==> src/hw/rtl/dnc_pkg.sv <==
// Shared types and constants for the decimal normalize-and-compare block.
// No dependencies; used by every module in hw/rtl.
`default_nettype none
package dnc_pkg;

	localparam int MANT_W = 64;
	localparam int EXP_IN_W = 32;
	localparam int EXP_W = EXP_IN_W + 1;
	localparam logic [MANT_W-1:0] NORM_FLOOR = 64'd1000000000000000000;

	typedef struct packed {
		logic signed [MANT_W-1:0]   a_mantissa;
		logic signed [EXP_IN_W-1:0] a_exponent;
		logic signed [MANT_W-1:0]   b_mantissa;
		logic signed [EXP_IN_W-1:0] b_exponent;
	} in_t;

	typedef struct packed {
		logic is_equal;
		logic is_less;
	} out_t;

	typedef struct packed {
		logic                    neg;
		logic                    zero;
		logic [MANT_W-1:0]       mag;
		logic signed [EXP_W-1:0] exp;
	} norm_t;

	typedef enum logic {
		ST_IDLE,
		ST_SCALE
	} state_t;

endpackage
`default_nettype wire

==> src/hw/rtl/dnc_lane.sv <==
// One normalizing lane: sign/magnitude split, then one multiply-by-ten per cycle
// until the magnitude reaches 10^18 or is zero. Depends on dnc_pkg.
`default_nettype none
module dnc_lane (
	input  wire logic                                clk,
	input  wire logic                                load,
	input  wire logic signed [dnc_pkg::MANT_W-1:0]   mantissa,
	input  wire logic signed [dnc_pkg::EXP_IN_W-1:0] exponent,
	output dnc_pkg::norm_t                           norm,
	output logic                                     norm_done
);

	logic [dnc_pkg::MANT_W-1:0] mag_abs;
	dnc_pkg::norm_t norm_q;

	assign mag_abs = mantissa[dnc_pkg::MANT_W-1] ? (~mantissa + 64'd1) : mantissa;
	assign norm_done = norm_q.zero || (norm_q.mag >= dnc_pkg::NORM_FLOOR);
	assign norm = norm_q;

	always_ff @(posedge clk) begin
		if (load) begin
			norm_q.neg  <= mantissa[dnc_pkg::MANT_W-1] && (mag_abs != '0);
			norm_q.zero <= (mag_abs == '0);
			norm_q.mag  <= mag_abs;
			norm_q.exp  <= {exponent[dnc_pkg::EXP_IN_W-1], exponent};
		end else if (!norm_done) begin
			// advance: times ten as shift-add
			norm_q.mag <= (norm_q.mag << 3) + (norm_q.mag << 1);
			norm_q.exp <= norm_q.exp - 33'sd1;
		end
	end

endmodule
`default_nettype wire

==> src/hw/rtl/dnc_merge.sv <==
// Merge stage: orders two normalized operands and registers the flags.
// Depends on dnc_pkg.
`default_nettype none
module dnc_merge (
	input  wire logic           clk,
	input  wire logic           arst_n,
	input  wire logic           go,
	input  wire dnc_pkg::norm_t na,
	input  wire dnc_pkg::norm_t nb,
	output logic                done,
	output dnc_pkg::out_t       result
);

	logic eq;
	logic lt;
	logic done_q;
	dnc_pkg::out_t result_q;

	always_comb begin
		if (na.zero || nb.zero) begin
			eq = na.zero && nb.zero;
		end else begin
			eq = (na.neg == nb.neg) && (na.mag == nb.mag) && (na.exp == nb.exp);
		end
		if (na.neg != nb.neg) begin
			lt = na.neg;
		end else if (na.zero || nb.zero) begin
			lt = na.zero && !nb.zero;
		end else if (na.exp != nb.exp) begin
			lt = ($signed(na.exp) < $signed(nb.exp)) ^ na.neg;
		end else if (na.mag != nb.mag) begin
			lt = (na.mag < nb.mag) ^ na.neg;
		end else begin
			lt = 1'b0;
		end
	end

	always_ff @(posedge clk or negedge arst_n) begin
		if (!arst_n) begin
			done_q <= 1'b0;
		end else begin
			done_q <= go;
		end
	end

	always_ff @(posedge clk) begin
		if (go) begin
			result_q.is_equal <= eq;
			result_q.is_less  <= lt;
		end
	end

	assign done = done_q;
	assign result = result_q;

endmodule
`default_nettype wire

==> src/hw/rtl/decimal_normalize_compare.sv <==
// Decimal normalize-and-compare top level: two normalizing lanes and a merge stage.
// Each lane's shift-add loop takes 0..18 multiply-by-ten steps; once both lanes
// are normalized, the merge stage registers the flags and raises the done beat.
// One beat in flight at a time; busy stays high until the merge stage fires.
// Reset clears the control state and the done strobe; the receiver cannot stall.
// Depends on dnc_pkg, dnc_lane and dnc_merge.
`default_nettype none
module decimal_normalize_compare (
	input  wire logic         clk,
	input  wire logic         arst_n,
	input  wire logic         start,
	output logic              busy,
	input  wire dnc_pkg::in_t data,
	output logic              done,
	output dnc_pkg::out_t     result
);

	dnc_pkg::state_t state_q;
	dnc_pkg::state_t state_nxt;
	dnc_pkg::norm_t  norm_a;
	dnc_pkg::norm_t  norm_b;
	logic            done_a;
	logic            done_b;
	logic            load;
	logic            merge_go;

	assign load = start && !busy;

	always_comb begin
		state_nxt = state_q;
		case (state_q)
			dnc_pkg::ST_IDLE: begin
				if (start) state_nxt = dnc_pkg::ST_SCALE;
			end
			dnc_pkg::ST_SCALE: begin
				if (done_a && done_b) state_nxt = dnc_pkg::ST_IDLE;
			end
			default: state_nxt = dnc_pkg::ST_IDLE;
		endcase
	end

	always_comb begin
		busy = 1'b0;
		merge_go = 1'b0;
		case (state_q)
			dnc_pkg::ST_IDLE: begin
				busy = 1'b0;
			end
			dnc_pkg::ST_SCALE: begin
				busy = 1'b1;
				merge_go = done_a && done_b;
			end
			default: begin
				busy = 1'b0;
				merge_go = 1'b0;
			end
		endcase
	end

	always_ff @(posedge clk or negedge arst_n) begin
		if (!arst_n) begin
			state_q <= dnc_pkg::ST_IDLE;
		end else begin
			state_q <= state_nxt;
		end
	end

	dnc_lane u_lane_a (
		.clk       (clk),
		.load      (load),
		.mantissa  (data.a_mantissa),
		.exponent  (data.a_exponent),
		.norm      (norm_a),
		.norm_done (done_a)
	);

	dnc_lane u_lane_b (
		.clk       (clk),
		.load      (load),
		.mantissa  (data.b_mantissa),
		.exponent  (data.b_exponent),
		.norm      (norm_b),
		.norm_done (done_b)
	);

	dnc_merge u_merge (
		.clk    (clk),
		.arst_n (arst_n),
		.go     (merge_go),
		.na     (norm_a),
		.nb     (norm_b),
		.done   (done),
		.result (result)
	);

`ifndef SYNTHESIS
	a_accept_busy: assert property (@(posedge clk) disable iff (!arst_n)
		(start && !busy) |=> busy)
		else $error("accepted beat did not raise busy");
	a_done_after_scale: assert property (@(posedge clk) disable iff (!arst_n)
		done |-> $past(state_q == dnc_pkg::ST_SCALE))
		else $error("done beat without a scaling phase");
	a_flags_exclusive: assert property (@(posedge clk) disable iff (!arst_n)
		done |-> !(result.is_equal && result.is_less))
		else $error("equal and less both set");
	a_single_done: assert property (@(posedge clk) disable iff (!arst_n)
		done |=> !done)
		else $error("done held for two cycles");
`endif

endmodule
`default_nettype wire
==> config.mk <==
export PLATFORM = sky130hd
export DESIGN_NAME = decimal_normalize_compare
export DESIGN_NICKNAME = d
export VERILOG_FILES = /design/src/hw/rtl/dnc_pkg.sv /design/src/hw/rtl/dnc_lane.sv /design/src/hw/rtl/dnc_merge.sv /design/src/hw/rtl/decimal_normalize_compare.sv
export SDC_FILE = /design/constraint.sdc
export NUM_CORES = 1
export LEC_CHECK = 0
export BUFFER_PORTS_ARGS = -buffer_cell sky130_fd_sc_hd__buf_4
export CORE_MARGIN = 2
export CORE_UTILIZATION = 45
export CTS_CLUSTER_SIZE = 10
export DETAILED_ROUTE_END_ITERATION = 8
export PLACE_DENSITY = 0.65
export SLEW_MARGIN = 5
export SYNTH_ARGS = -nofsm -noshare
export SYNTH_HDL_FRONTEND = slang
export SYNTH_SLANG_ARGS = --single-unit
==> constraint.sdc <==
create_clock -name clk -period 3.9 [get_ports clk]
set_input_delay 0.39 -clock clk [delete_from_list [all_inputs] [get_ports clk]]
set_output_delay 0.39 -clock clk [all_outputs]
set_load 0.02 [all_outputs]
==> impl_metrics.csv <==
group,metric,value,unit
outcome,outcome,"finished clean",
grt,grt.total_usage,0.265,
detailed_routing,routed_via_density,5.97,
yosys,syn_nets,3307,
final_layout,final_cell_area,0.0270,sq mm
final_layout,fin_nets,3563,
yosys,synth_edf_count,200,
sta,period_minus_slack,3700,ps
final_layout,nFillCells,4878,
die,io_pins,199,
final_layout,fin_cells,3833,
detailed_routing,wl_met2,36400,microns
clocking,cts_buffers,27,
worst_setup_path,critical_path.max_stage_delay,610,ps
sta,timing.final.crit_share,0.950,
sta,whs,92.8,ps
detailed_routing,top_layer,"met4",
job,max_cap_violations,0,
place,port_buffers,198,
worst_setup_path,cp.required,4210,ps
place,placed_area,0.0261,sq mm
detailed_routing,drt-met1-wl,30400,microns
grt,overflow,0,
die,start_util,0.458,
place,hpwl,57900,microns
detailed_routing,wl_met3,3560,microns
yosys,syn-cell-area,0.0230,sq mm
grt,grt_first_pass_wirelength,116000,microns
yosys,yosysWarnings,0,
clocking,clkTransAtPathRegs,50,ps
pwr,p_per_area,998,mW/mm^2
pwr,power,26.9,mW
sta,worst_pin_slew,974,ps
detailed_routing,drt-pass1-iter-count,7,
min_path,min_path_type,"in -> reg",
sta,clock.fmax,270,MHz
detailed_routing,drtAntennaViolNets,0,
yosys,synth-async-reset-ratio,0.00990,
die,row_count,82,
place,routabilityCongestion,0.955,
die,fp.dieW,230,microns
detailed_routing,dr.first_iter.drc_count,1522,
worst_setup_path,crit_slowest_cell,"or4_4",
grt,grt_max_degree,157,
clocking,root_buffer,"clkbuf_16",
grt,antenna_found_initial,0,
sta,layout_setup_ws,197,ps
yosys,ys.flop_type,"edfxtp_1",
die,die_h,230,microns
clocking,cts_sinks,202,
worst_setup_path,path_cells,"buf_4, or4_1, or3_1, or4_4, o31ai_2, xor2_1, nand2_1, or4_1, or4_1, nor4_2, nor2_1",
sta,hold_viol,0,
yosys,synth_seq_area_share,0.263,
place,dp_slack,-364,ps
clocking,clock_path_buffers,3,
yosys,yosysTopAreaCell,"edfxtp_1",
final_layout,utilization,0.536,
yosys,yosysUniqueCellTypes,77,
yosys,synth-seq-cells,202,
worst_setup_path,startpoint_type,"primary input",
detailed_routing,routed_wl,72600,microns
die,die_area,0.0530,sq mm
sta,max_slew_margin,0.351,
final_layout,areaGrowthSynthToFinish,17.2,%
yosys,synthTopCellsByArea,"edfxtp_1 (26%), ha_1 (12%), xnor2_1 (6.9%)",
clocking,clock_latency,570,ps
final_layout,drive_above_1_share,0.137,
yosys,avgSynthCellArea,7.97,sq um
detailed_routing,drc,0,
yosys,synthCells,2887,
worst_setup_path,end_kind,"register",
detailed_routing,wl_per_cell,19.0,microns
worst_setup_path,crit_arrival,4010,ps
detailed_routing,num_vias,22900,
grt,grt_pass1_vias,22400,
die,coreArea,0.0503,sq mm
pwr,irDropWorstVdd,603,uV
sta,finClkSkew,18.9,ps
place,dp.cells,3785,
worst_setup_path,crit_type,"in -> reg",
pwr,p_leak,11.0,nW
sta,rsz0062_at_grt,"no",
worst_setup_path,crit_top_cell,"or4_1",
sta,final-max-slew-violation-count,0,
clocking,cts_tree,"yes",
worst_setup_path,crit_fanout,7,
sta,finalSetupViolCount,0,
clocking,postCtsSetupRepairBufs,0,
yosys,yosysTopAreaCellShare,0.261,
sta,fin_tns_setup,0,ps
clocking,cts-htree-levels,1,
==> kinds of logic after synthesis <==
group                      count (synthesis)  synth area share
and+or+nand+nor                         1012             0.214
AOI/OAI and AO/OA                        864             0.235
xor gates and xnor gates                 290             0.110
buffers and inverters                    273            0.0448
adders and majority gates                225             0.123
DFF                                      202             0.263
muxes                                     21           0.00952
==> flip-flops by register name, indices dropped and copies added, names as in the netlist <==
register        flops
u_lane_a.norm      99
u_lane_b.norm      99
u_merge.result      2
state_q             1
u_merge.done        1
==> layout make-up <==
class                           count  area [sq um]  area share
Inverter                          144           546      0.0202
Sequential cell                   202          6060       0.225
Multi-Input combinational cell   2412         16000       0.592
Timing Repair Buffer              356          2730       0.101
Antenna cell                        1          2.50   0.0000928
Clock buffer                       34           702      0.0260
Tap cell                          672           841      0.0312
Clock inverter                     12           120     0.00446
==> placed cells by master (no fill, tap or decap), types with 9 or more instances in the layout <==
master	instances
nor3_1	72
a41oi_1	13
nand3_1	69
nor2b_1	22
or3_1	45
nand4_1	71
o31ai_1	39
mux2i_1	14
o21ai_0	247
xor2_1	110
and3_1	20
clkbuf_16	27
o211ai_1	18
a211oi_1	23
nand4b_1	9
or2_2	12
o41ai_1	24
a21o_1	92
o21a_1	24
a21boi_0	9
ha_1	223
inv_1	143
nand2_1	311
nor2_1	233
and2_1	10
a31oi_1	33
a21oi_1	237
edfxtp_1	200
nor4_1	41
xnor2_1	180
or4_1	28
o21bai_1	15
buf_4	351
nand3b_1	9
nand2b_1	27
o22ai_1	10
==> per-layer routing <==
layer	up-vias	track usage
met2	621	0.484
li1	11300	-
met1	10900	0.325
met4	0	0.0806
met3	145	0.0317
met5	-	0
==> Yosys cell counts (all sizes together) (24+ instances only) <==
master,count
xor2,110
nand2b,28
o31ai,43
o41ai,24
o21ai,250
a21o,92
nor3,72
o21a,24
inv,144
or4,31
nor2,233
nand2,313
xnor2,180
clkbuf,110
a21oi,237
nand4,71
ha,223
edfxtp,200
nand3,69
a31oi,33
nor4,44
or3,45
==> worst paths after layout <==
check                                  start                 to  slack, ps  depth (start not counted)
setup / recovery                    data[40]  u_lane_b.norm[98]        200                         11
hold / removal                         start            state_q         90                          3
setup reg to reg           u_lane_b.norm[35]  u_lane_b.norm[86]        210                         13
hold reg to reg                      state_q            state_q        610                          2
max in group asynchronous             arst_n            state_q       3660                          2
min in group asynchronous             arst_n       u_merge.done        140                          2
==> power breakdown <==
| group | internal, mW | switching (mW) |
|---|---|---|
| Combinational | 7.94 | 10.9 |
| Clock | 1.40 | 0.997 |
| Sequential | 4.36 | 1.33 |
| Total | 13.7 | 13.2 |
==> worst max-delay path: cells and delay by family <==
kind | cells | cell delay, ps
AOI/OAI and AO/OA | 1 | 250
and+or+nand+nor | 8 | 3050
xor gates and xnor gates | 1 | 220
buffers and inverters | 1 | 110
==> timing repair <==
action	CTS	global route
endpoints found under the hold margin	2	0
hold buffers	1	0
gates resized for setup	0	5
setup endpoints to repair	0	8
(Power assumes the default switching activity.)
